<file path="src/sv/tmtw_pkg.sv">
// Shared types and constants of the text-mode teletype writer.
package tmtw_pkg;

  localparam int CHAR_W    = 8;
  localparam int ATTR_W    = 8;
  localparam int IDX_W     = 11;
  localparam int COL_OUT_W = 7;
  localparam int ROW_OUT_W = 5;
  localparam int LIN_OUT_W = 11;
  localparam int CELL_W    = CHAR_W + ATTR_W;

  localparam logic [ATTR_W-1:0] ATTR_RESET = 8'h07;

  localparam logic [CHAR_W-1:0] CH_BACKSPACE = 8'h08;
  localparam logic [CHAR_W-1:0] CH_TAB       = 8'h09;
  localparam logic [CHAR_W-1:0] CH_LINE_FEED = 8'h0A;
  localparam logic [CHAR_W-1:0] CH_RETURN    = 8'h0D;

  localparam logic OP_PUT  = 1'b0;
  localparam logic OP_READ = 1'b1;

  localparam int QUEUE_DEPTH = 2;

  typedef enum logic [2:0] {
    CMD_PRINT,
    CMD_NEWLINE,
    CMD_RETURN,
    CMD_BACKSPACE,
    CMD_TAB,
    CMD_READ
  } cmd_kind_e;

  typedef struct packed {
    cmd_kind_e         kind;
    logic [CHAR_W-1:0] ch;
    logic [IDX_W-1:0]  idx;
  } cmd_t;

  typedef enum logic [2:0] {
    ST_CLEAR,
    ST_IDLE,
    ST_READ,
    ST_BS,
    ST_SCROLL,
    ST_FILL
  } back_state_e;

endpackage

</file>
<file path="src/sv/tmtw_if.sv">
// Valid/ready channel interfaces for input items and result items.
interface tmtw_in_if import tmtw_pkg::*; ();
  logic              valid;
  logic              ready;
  logic              op;
  logic [CHAR_W-1:0] char_code;
  logic [IDX_W-1:0]  cell_index;

  modport source(output valid, op, char_code, cell_index, input ready);
  modport sink(input valid, op, char_code, cell_index, output ready);
endinterface


</file>
<file path="src/sv/tmtw_front.sv">
// Front end: accepts input beats, decodes them into commands and queues them.
module tmtw_front import tmtw_pkg::*; (
  input  logic          clk_i,
  input  logic          rst_ni,
  input  logic          accept_en_i,
  tmtw_in_if.sink       in_i,
  output logic          cmd_valid_o,
  output cmd_t          cmd_o,
  input  logic          cmd_ready_i
);

  localparam int PtrW = $clog2(QUEUE_DEPTH);
  localparam int CntW = $clog2(QUEUE_DEPTH + 1);

  cmd_t            queue_q [QUEUE_DEPTH];
  logic [PtrW-1:0] wr_ptr_q, wr_ptr_d;
  logic [PtrW-1:0] rd_ptr_q, rd_ptr_d;
  logic [CntW-1:0] count_q, count_d;
  cmd_t            dec_cmd;
  logic            push, pop;

  always_comb begin
    dec_cmd.ch   = in_i.char_code;
    dec_cmd.idx  = in_i.cell_index;
    dec_cmd.kind = CMD_PRINT;
    if (in_i.op == OP_READ) begin
      dec_cmd.kind = CMD_READ;
    end else begin
      case (in_i.char_code)
        CH_LINE_FEED: dec_cmd.kind = CMD_NEWLINE;
        CH_RETURN:    dec_cmd.kind = CMD_RETURN;
        CH_BACKSPACE: dec_cmd.kind = CMD_BACKSPACE;
        CH_TAB:       dec_cmd.kind = CMD_TAB;
        default:      dec_cmd.kind = CMD_PRINT;
      endcase
    end
  end

  assign in_i.ready  = accept_en_i && (count_q != CntW'(QUEUE_DEPTH));
  assign push        = in_i.valid && in_i.ready;
  assign cmd_valid_o = (count_q != '0);
  assign cmd_o       = queue_q[rd_ptr_q];
  assign pop         = cmd_valid_o && cmd_ready_i;

  always_comb begin
    wr_ptr_d = wr_ptr_q;
    rd_ptr_d = rd_ptr_q;
    count_d  = count_q;
    if (push) begin
      wr_ptr_d = (wr_ptr_q == PtrW'(QUEUE_DEPTH - 1)) ? '0 : PtrW'(wr_ptr_q + 1'b1);
    end
    if (pop) begin
      rd_ptr_d = (rd_ptr_q == PtrW'(QUEUE_DEPTH - 1)) ? '0 : PtrW'(rd_ptr_q + 1'b1);
    end
    if (push && !pop) begin
      count_d = CntW'(count_q + 1'b1);
    end else if (pop && !push) begin
      count_d = CntW'(count_q - 1'b1);
    end
  end

  always_ff @(posedge clk_i or negedge rst_ni) begin
    if (!rst_ni) begin
      wr_ptr_q <= '0;
      rd_ptr_q <= '0;
      count_q  <= '0;
    end else begin
      wr_ptr_q <= wr_ptr_d;
      rd_ptr_q <= rd_ptr_d;
      count_q  <= count_d;
    end
  end

  always_ff @(posedge clk_i) begin
    if (push) begin
      queue_q[wr_ptr_q] <= dec_cmd;
    end
  end

endmodule

</file>
<file path="src/flat_wrapper.sv">
// flat-port wrapper written by rule: the top's interface ports become plain ports
module tmtw_front_flat import tmtw_pkg::*;
  (clk_i, rst_ni, accept_en_i, cmd_valid_o, cmd_o, cmd_ready_i, in_i_valid, in_i_op, in_i_char_code, in_i_cell_index, in_i_ready);
  tmtw_in_if in_i_i ();
  input  logic clk_i;
  input  logic rst_ni;
  input  logic accept_en_i;
  output logic cmd_valid_o;
  output cmd_t cmd_o;
  input  logic cmd_ready_i;
  input wire logic [$bits(in_i_i.valid)-1:0] in_i_valid;
  input wire logic [$bits(in_i_i.op)-1:0] in_i_op;
  input wire logic [$bits(in_i_i.char_code)-1:0] in_i_char_code;
  input wire logic [$bits(in_i_i.cell_index)-1:0] in_i_cell_index;
  output wire logic [$bits(in_i_i.ready)-1:0] in_i_ready;
  assign in_i_i.valid = in_i_valid;
  assign in_i_i.op = in_i_op;
  assign in_i_i.char_code = in_i_char_code;
  assign in_i_i.cell_index = in_i_cell_index;
  assign in_i_ready = in_i_i.ready;
  tmtw_front u_core (.clk_i(clk_i), .rst_ni(rst_ni), .accept_en_i(accept_en_i), .in_i(in_i_i), .cmd_valid_o(cmd_valid_o), .cmd_o(cmd_o), .cmd_ready_i(cmd_ready_i));
endmodule
</file>
<file path="config.mk">
export PLATFORM = sky130hd
export DESIGN_NAME = tmtw_front_flat
export DESIGN_NICKNAME = d
export VERILOG_FILES = /design/src/sv/tmtw_pkg.sv /design/src/sv/tmtw_if.sv /design/src/sv/tmtw_front.sv /design/src/flat_wrapper.sv
export SDC_FILE = /design/constraint.sdc
export NUM_CORES = 1
export LEC_CHECK = 0
export ABC_CLOCK_PERIOD_IN_PS = 2400
export BUFFER_PORTS_ARGS = -buffer_cell sky130_fd_sc_hd__buf_4
export CORE_ASPECT_RATIO = 0.6
export CORE_MARGIN = 4
export CORE_UTILIZATION = 30
export DETAILED_ROUTE_END_ITERATION = 12
export SLEW_MARGIN = 20
export SYNTH_ARGS = -nofsm -noshare
export SYNTH_HDL_FRONTEND = slang
export SYNTH_SLANG_ARGS = --single-unit
</file>
<file path="constraint.sdc">
create_clock -name clk_i -period 2.4 [get_ports clk_i]
set_input_delay 0.36 -clock clk_i [delete_from_list [all_inputs] [get_ports clk_i]]
set_output_delay 0.36 -clock clk_i [all_outputs]
set_load 0.05 [all_outputs]
</file>
==> impl_metrics.csv, run 1 <==
group,metric,value,unit
sta,worst_pin_slew,0.3261,ns
routing,drtPass1Iterations,4,
place,place.gp.congestion,0.6524,
pwr,leakagePower,0.9246,nW
sta,fin_hold_ws,0.2487,ns
logic_synthesis,yosysWarnings,0,
final_layout,final_util,0.4039,
critical_path,required,2.04,ns
clock_network,cts_made_buffers,5,
routing,vias_per_cell,4.252,
sta,rsz0062_at_grt,"no",
pwr,p_per_area,1174,mW/mm^2
final_layout,diodes,0,
job,drv_cap,0,
routing,vias,1012,
floorplanning,num_rows,22,
critical_path,reg2reg_slack,0.92,ns
logic_synthesis,netlist_instances,95,
clock_network,insertion_delay,0.30,ns
global_routing,grt_first_pass_wirelength,5851,um
critical_path,cp.arrival,1.43,ns
final_layout,area_growth,30.76,%
floorplanning,start_util,0.3089,
floorplanning,ios,49,
final_layout,drive_above_1_share,0.5649,
global_routing,antenna_found_initial,0,
clock_network,cts_setup_buffers,0,
sta,period_share,0.7475,
logic_synthesis,synth_area_leaders,"edfxtp_1 70%, mux2_2 13%, dfrtp_1 5.3%, xnor2_1 1.9%, buf_6 1.2%",
clock_network,cts_tree,"done",
routing,postRouteAntennaNets,0,
logic_synthesis,avgSynthCellArea,19.78,um^2
place,io_buffer_count,48,
routing,post_drt_wl_per_cell,15.26,um
sta,clock_skew,0.005538,ns
sta,setup_viol,0,
clock_network,cts-root-buf,"clkbuf_8",
pwr,p_int,1.741,mW
global_routing,grt_pass1_vias,1153,
global_routing,grt_max_degree,23,
place,dp.final_hpwl,2589,um
final_layout,mostFrequentLayoutCells,"52 x buf_4, 44 x edfxtp_1, 22 x mux2_2, 6 x clkbuf_8",
clock_network,htreeDepth,2,
final_layout,fin_cells,238,
sta,hold_viol,0,
logic_synthesis,yosys.area.top_type_share,0.7031,
critical_path,crit_path_end_kind,"output pin",
logic_synthesis,yosysUniqueCellTypes,19,
floorplanning,die_w,110.2,um
routing,drtIter0Drc,24,
worst_hold_path,min_path_type,"primary input to flip-flop",
pwr,clock_power_share,0.168,
logic_synthesis,yosysSeqAreaShare,0.7563,
pwr,pwr-share-seq,0.384,
place,dp.cells,229,
pwr,fin_total_pwr,2.885,mW
global_routing,globalRouteOverflowTotal,0,
logic_synthesis,synth_seq_cells,48,
critical_path,crit_type,"flip-flop to output pin",
global_routing,grtUsageTotal,0.1019,
pwr,irDropWorstVdd,0.0005478,V
clock_network,cts_num_sinks,48,
clock_network,clk_pin_slew,0.08,ns
critical_path,worstPathMaxFanout,12,
sta,maxSlewHeadroom,0.7826,
pwr,switchingPower,1.144,mW
routing,routed_wl,3633,um
clock_network,clock_path_buffers,2,
pwr,switching_share,0.3967,
pwr,p_comb_frac,0.449,
sta,post-route-min-period,1.794,ns
routing,drc,0,
outcome,outcome,"finished, final reports clean",
logic_synthesis,yosysTopAreaCell,"edfxtp_1",
critical_path,crit_path_start_kind,"flip-flop",
final_layout,final_common_cell,"buf_4",
floorplanning,core,0.006083,mm^2
floorplanning,die_y,69.31,um
logic_synthesis,synth_area,0.001879,mm^2
final_layout,nNetsFinal,179,
sta,tns,0,ns
floorplanning,dieArea,0.007636,mm^2
logic_synthesis,syn_nets,121,
sta,max_freq,557.4,MHz
sta,drv_slew,0,
==> synthesized netlist by cell type <==
library cell,number
xnor2_1,4
o211ai_2,1
buf_6,2
dfrtp_1,4
nor4_4,1
o21a_1,1
nand2b_1,1
nand2_2,1
nor4b_2,1
xor2_1,2
and3_1,1
a21o_1,2
ha_1,1
inv_1,2
or2_1,1
nor2_1,3
mux2_2,22
nor3b_1,1
edfxtp_1,44
==> cells by family (layout without fill, tap and decap cells) <==
group	after synthesis	after routing	share of synthesized area
flops	48	48	0.7563
mux	22	22	0.1318
simple gates	10	10	0.04262
xor+xnor	6	6	0.02796
compound gates	4	4	0.01864
buf+inv	4	63	0.01598
fa+ha+maj	1	1	0.006657
==> through the flow <==
step                cell area, um^2  worst slack [ns]
floorplan                      1879            0.4218
global route                   2457            0.5188
finish                         2457            0.6059
global placement               2355            0.9541
detailed placement             2355            0.9181
CTS                            2457            0.5735
==> power groups by stage <==
stage	combinational (mW)	clock [mW]	sequential (mW)
final	1.29	0.484	1.11
after global placement	1.29	0	1.12
after global routing	1.37	0.544	1.12
after detailed placement	1.31	0	1.13
after floorplan	0.947	0	1.12
after CTS	1.31	0.505	1.11
==> layout make-up <==
class,instances,area [um^2]
Sequential cell,48,1421
Inverter,2,7.507
Clock inverter,2,10.01
Fill cell,579,3626
Tap cell,84,105.1
Multi-Input combinational cell,43,430.4
Clock buffer,6,82.58
Timing Repair Buffer,53,400.4
==> sequential cells by signal (all words and copies together) (netlist names) <==
register / flops
u_core.queue_q: 44
u_core.count_q: 2
u_core.rd_ptr_q: 1
u_core.wr_ptr_q: 1
==> repair_timing <==
item	in CTS	in global routing
gates resized for setup	0	0
endpoints found under the hold margin	4	0
hold buffers	1	0
==> worst max-delay path, stage by stage (launching register included) <==
cell     delay, ns
dfrtp_1       0.36
buf_4         0.22
mux2_2        0.36
buf_4         0.19
==> routing by layer <==
| metal | wire length, um | up-vias | global-route usage |
|---|---|---|---|
| met5 | 0 | - | 0 |
| met4 | 32 | 0 | 0.03279 |
| met3 | 315 | 3 | 0.04186 |
| met2 | 1725 | 34 | 0.1626 |
| met1 | 1560 | 497 | 0.1252 |
| li1 | - | 478 | - |
==> final timing paths <==
check                                     from                     to  depth (start not counted)
min reg2reg                    u_core.wr_ptr_q        u_core.wr_ptr_q                          1
max in group asynchronous               rst_ni      u_core.count_q[0]                          2
max reg2reg                  u_core.count_q[1]  u_core.queue_q[1][18]                          4
min in group asynchronous               rst_ni      u_core.count_q[1]                          2
max                            u_core.rd_ptr_q               cmd_o[4]                          3
min                        in_i_cell_index[10]  u_core.queue_q[1][10]                          1
No activity file was read; power rests on OpenSTA's default activity.
==> inputs of run 2 (changes only) <==
--- a/config.mk
+++ b/config.mk
@@ -5,7 +5,7 @@
 export SDC_FILE = /design/constraint.sdc
 export NUM_CORES = 1
 export LEC_CHECK = 0
-export ABC_CLOCK_PERIOD_IN_PS = 2400
+export ABC_CLOCK_PERIOD_IN_PS = 1600
 export BUFFER_PORTS_ARGS = -buffer_cell sky130_fd_sc_hd__buf_4
 export CORE_ASPECT_RATIO = 0.6
 export CORE_MARGIN = 4
==> constraint.sdc (replaced) <==
create_clock -name clk_i -period 1.6 [get_ports clk_i]
set_input_delay 0.24 -clock clk_i [delete_from_list [all_inputs] [get_ports clk_i]]
set_output_delay 0.24 -clock clk_i [all_outputs]
set_load 0.05 [all_outputs]
==> run 2 against run 1 <==
The run now ends with negative setup slack left; largest power group unchanged; clock power up 74%; combinational power up 80%; first-iteration DRC count rose by 8.3%; highest routed layer is now met3; register-to-register slack lost 0.80 ns; cell area rose by 7.1%; sequential share of layout area fell by 3.8 points; via count is 1.4% higher; count of clock-buffer cells in the layout stayed put; hold slack lost 0.12 ns; sequential power rose by 50%; sequential cell count did not move; cell count is 1.3% higher.
==> impl_metrics.csv, run 2 (synthesis gave the netlist of run 1 again) <==
group,metric,value,unit
routing,vias_per_cell,4.257,
final_layout,reg_top3,"u_core.queue_q: 44 flops, u_core.count_q: 2 flops",
critical_path,crit_path_end_kind,"output pin",
outcome,violations,"negative setup slack",
floorplanning,ios,49,
critical_path,timing.rr.start,"u_core.count_q[0]",
final_layout,largest_reg_flops,44,
outcome,outcome,"complete, but fails checks",
place,place.gp.congestion,0.6935,
global_routing,grt_max_degree,23,
final_layout,final_util,0.4327,
floorplanning,core,0.006083,mm^2
global_routing,grt_first_pass_wirelength,6210,um
final_layout,drive_above_1_share,0.5924,
final_layout,mostFrequentLayoutCells,"44 x edfxtp_1, 30 x buf_4, 21 x mux2_2, 21 x buf_6, 5 x clkbuf_8",
worst_hold_path,min_path_type,"primary input to flip-flop",
floorplanning,die_w,110.2,um
global_routing,antenna_found_initial,0,
global_routing,grtUsageTotal,0.1075,
pwr,leakagePower,0.9876,nW
final_layout,final_area,0.002633,mm^2
sta,period_share,1.044,
final_layout,area_growth,40.08,%
floorplanning,num_rows,22,
sta,hold_viol,0,
place,place_area,0.002381,mm^2
place,io_buffer_count,48,
clock_network,htreeDepth,2,
pwr,p_per_area,1834,mW/mm^2
clock_network,cts_num_sinks,48,
critical_path,cp.arrival,1.43,ns
floorplanning,start_util,0.3089,
critical_path,crit_path_start_kind,"flip-flop",
sta,setup_ws,-0.07041,ns
final_layout,fill_cells,553,
routing,postRouteAntennaNets,0,
routing,drtPass1Iterations,4,
sta,fin_hold_ws,0.1293,ns
place,dp.cells,228,
final_layout,final_common_cell,"edfxtp_1",
clock_network,clock_path_buffers,2,
clock_network,cts_tree,"done",
routing,post_drt_wl_per_cell,16.14,um
clock_network,cts_made_buffers,5,
critical_path,required,1.36,ns
critical_path,crit_type,"flip-flop to output pin",
clock_network,cts-root-buf,"clkbuf_8",
sta,worst_pin_slew,0.3223,ns
worst_hold_path,worstHoldStart,"in_i_cell_index[9]",
clock_network,insertion_delay,0.29,ns
place,dp.final_hpwl,2663,um
critical_path,cp-startpoint,"u_core.rd_ptr_q",
global_routing,globalRouteOverflowTotal,0,
final_layout,fin_cells,241,
sta,drv_slew,0,
sta,rsz0062_at_grt,"yes",
job,drv_cap,0,
final_layout,top_register,"u_core.queue_q",
floorplanning,dieArea,0.007636,mm^2
routing,routed_wl,3890,um
critical_path,worstPathMaxFanout,9,
final_layout,diodes,0,
global_routing,grt_pass1_vias,1197,
sta,setup_viol,22,
final_layout,nNetsFinal,182,
sta,post-route-min-period,1.670,ns
routing,drc,0,
routing,drtIter0Drc,26,
routing,vias,1026,
floorplanning,die_y,69.31,um
pwr,irDropWorstVdd,0.0006687,V
sta,maxSlewHeadroom,0.7851,
sta,max_freq,598.7,MHz
clock_network,clk_pin_slew,0.08,ns
sta,clock_skew,0.003202,ns
[run 2: cell count changes in the layout (fill, tap and decap cells not counted), sizes merged]
cell / previous run / this run
buf: 52 / 55
clkinv: 2 / 1
bufinv: 0 / 1
[run 2: per-layer routing]
metal	part of all wire	track usage	wire length [um]
met2	0.49	0.1734	1890
met1	0.44	0.1418	1708
met5	0	0	0
met3	0.075	0.03907	291
met4	0	0.01639	0
[run 2: path summary, 6_finish.rpt]
kind / endpoint / cells past startpoint / slack [ns]
max in group asynchronous: u_core.rd_ptr_q / 2 / 1.20
max reg2reg: u_core.count_q[1] / 6 / 0.12
max: cmd_o[19] / 4 / -0.07
min reg2reg: u_core.wr_ptr_q / 1 / 0.54
min in group asynchronous: u_core.wr_ptr_q / 2 / 0.29
min: u_core.queue_q[0][9] / 1 / 0.13
[run 2: per-stage QoR]
step                      TNS [ns]  total power [mW]  worst slack [ns]
after floorplan                  0             3.122           0.01435
after global placement           0             3.683            0.2332
after detailed placement         0             3.726            0.1143
after CTS                   -1.596             4.884          -0.08158
after global routing        -1.987             5.048           -0.1057
final                       -1.093             4.829          -0.07041
[run 2: area by class of cell]
cell class              count  area, um^2  area share
flip-flops and latches     48        1423      0.5404
repair buffers             56       546.8      0.2077
multi-input cells          43       442.9      0.1683
well taps                  84       105.1     0.03992
clock buffers               6       72.57     0.02757
clock inverters             2       35.03     0.01331
inverters                   2       7.507    0.002852
[run 2: what timing repair did]
item / 4_1_cts / 5_1_grt
setup endpoints to repair: 22 / 22
hold buffers: 1 / 0
resized for setup: 24 / 5
buffers inserted: 2 / 2
hold endpoints to repair: 4 / 0
gates cloned: 1 / 0
[run 2: where the power goes]
group / switching, mW / internal [mW]
clock: 0.378 / 0.464
combinational: 1.35 / 0.979
sequential: 0.0797 / 1.58
[run 2: critical path, stage by stage, from the launching register on]
cell and delay, ns:
dfrtp_2 0.40, buf_4 0.14, buf_12 0.14, mux2_2 0.29
buf_6 0.16
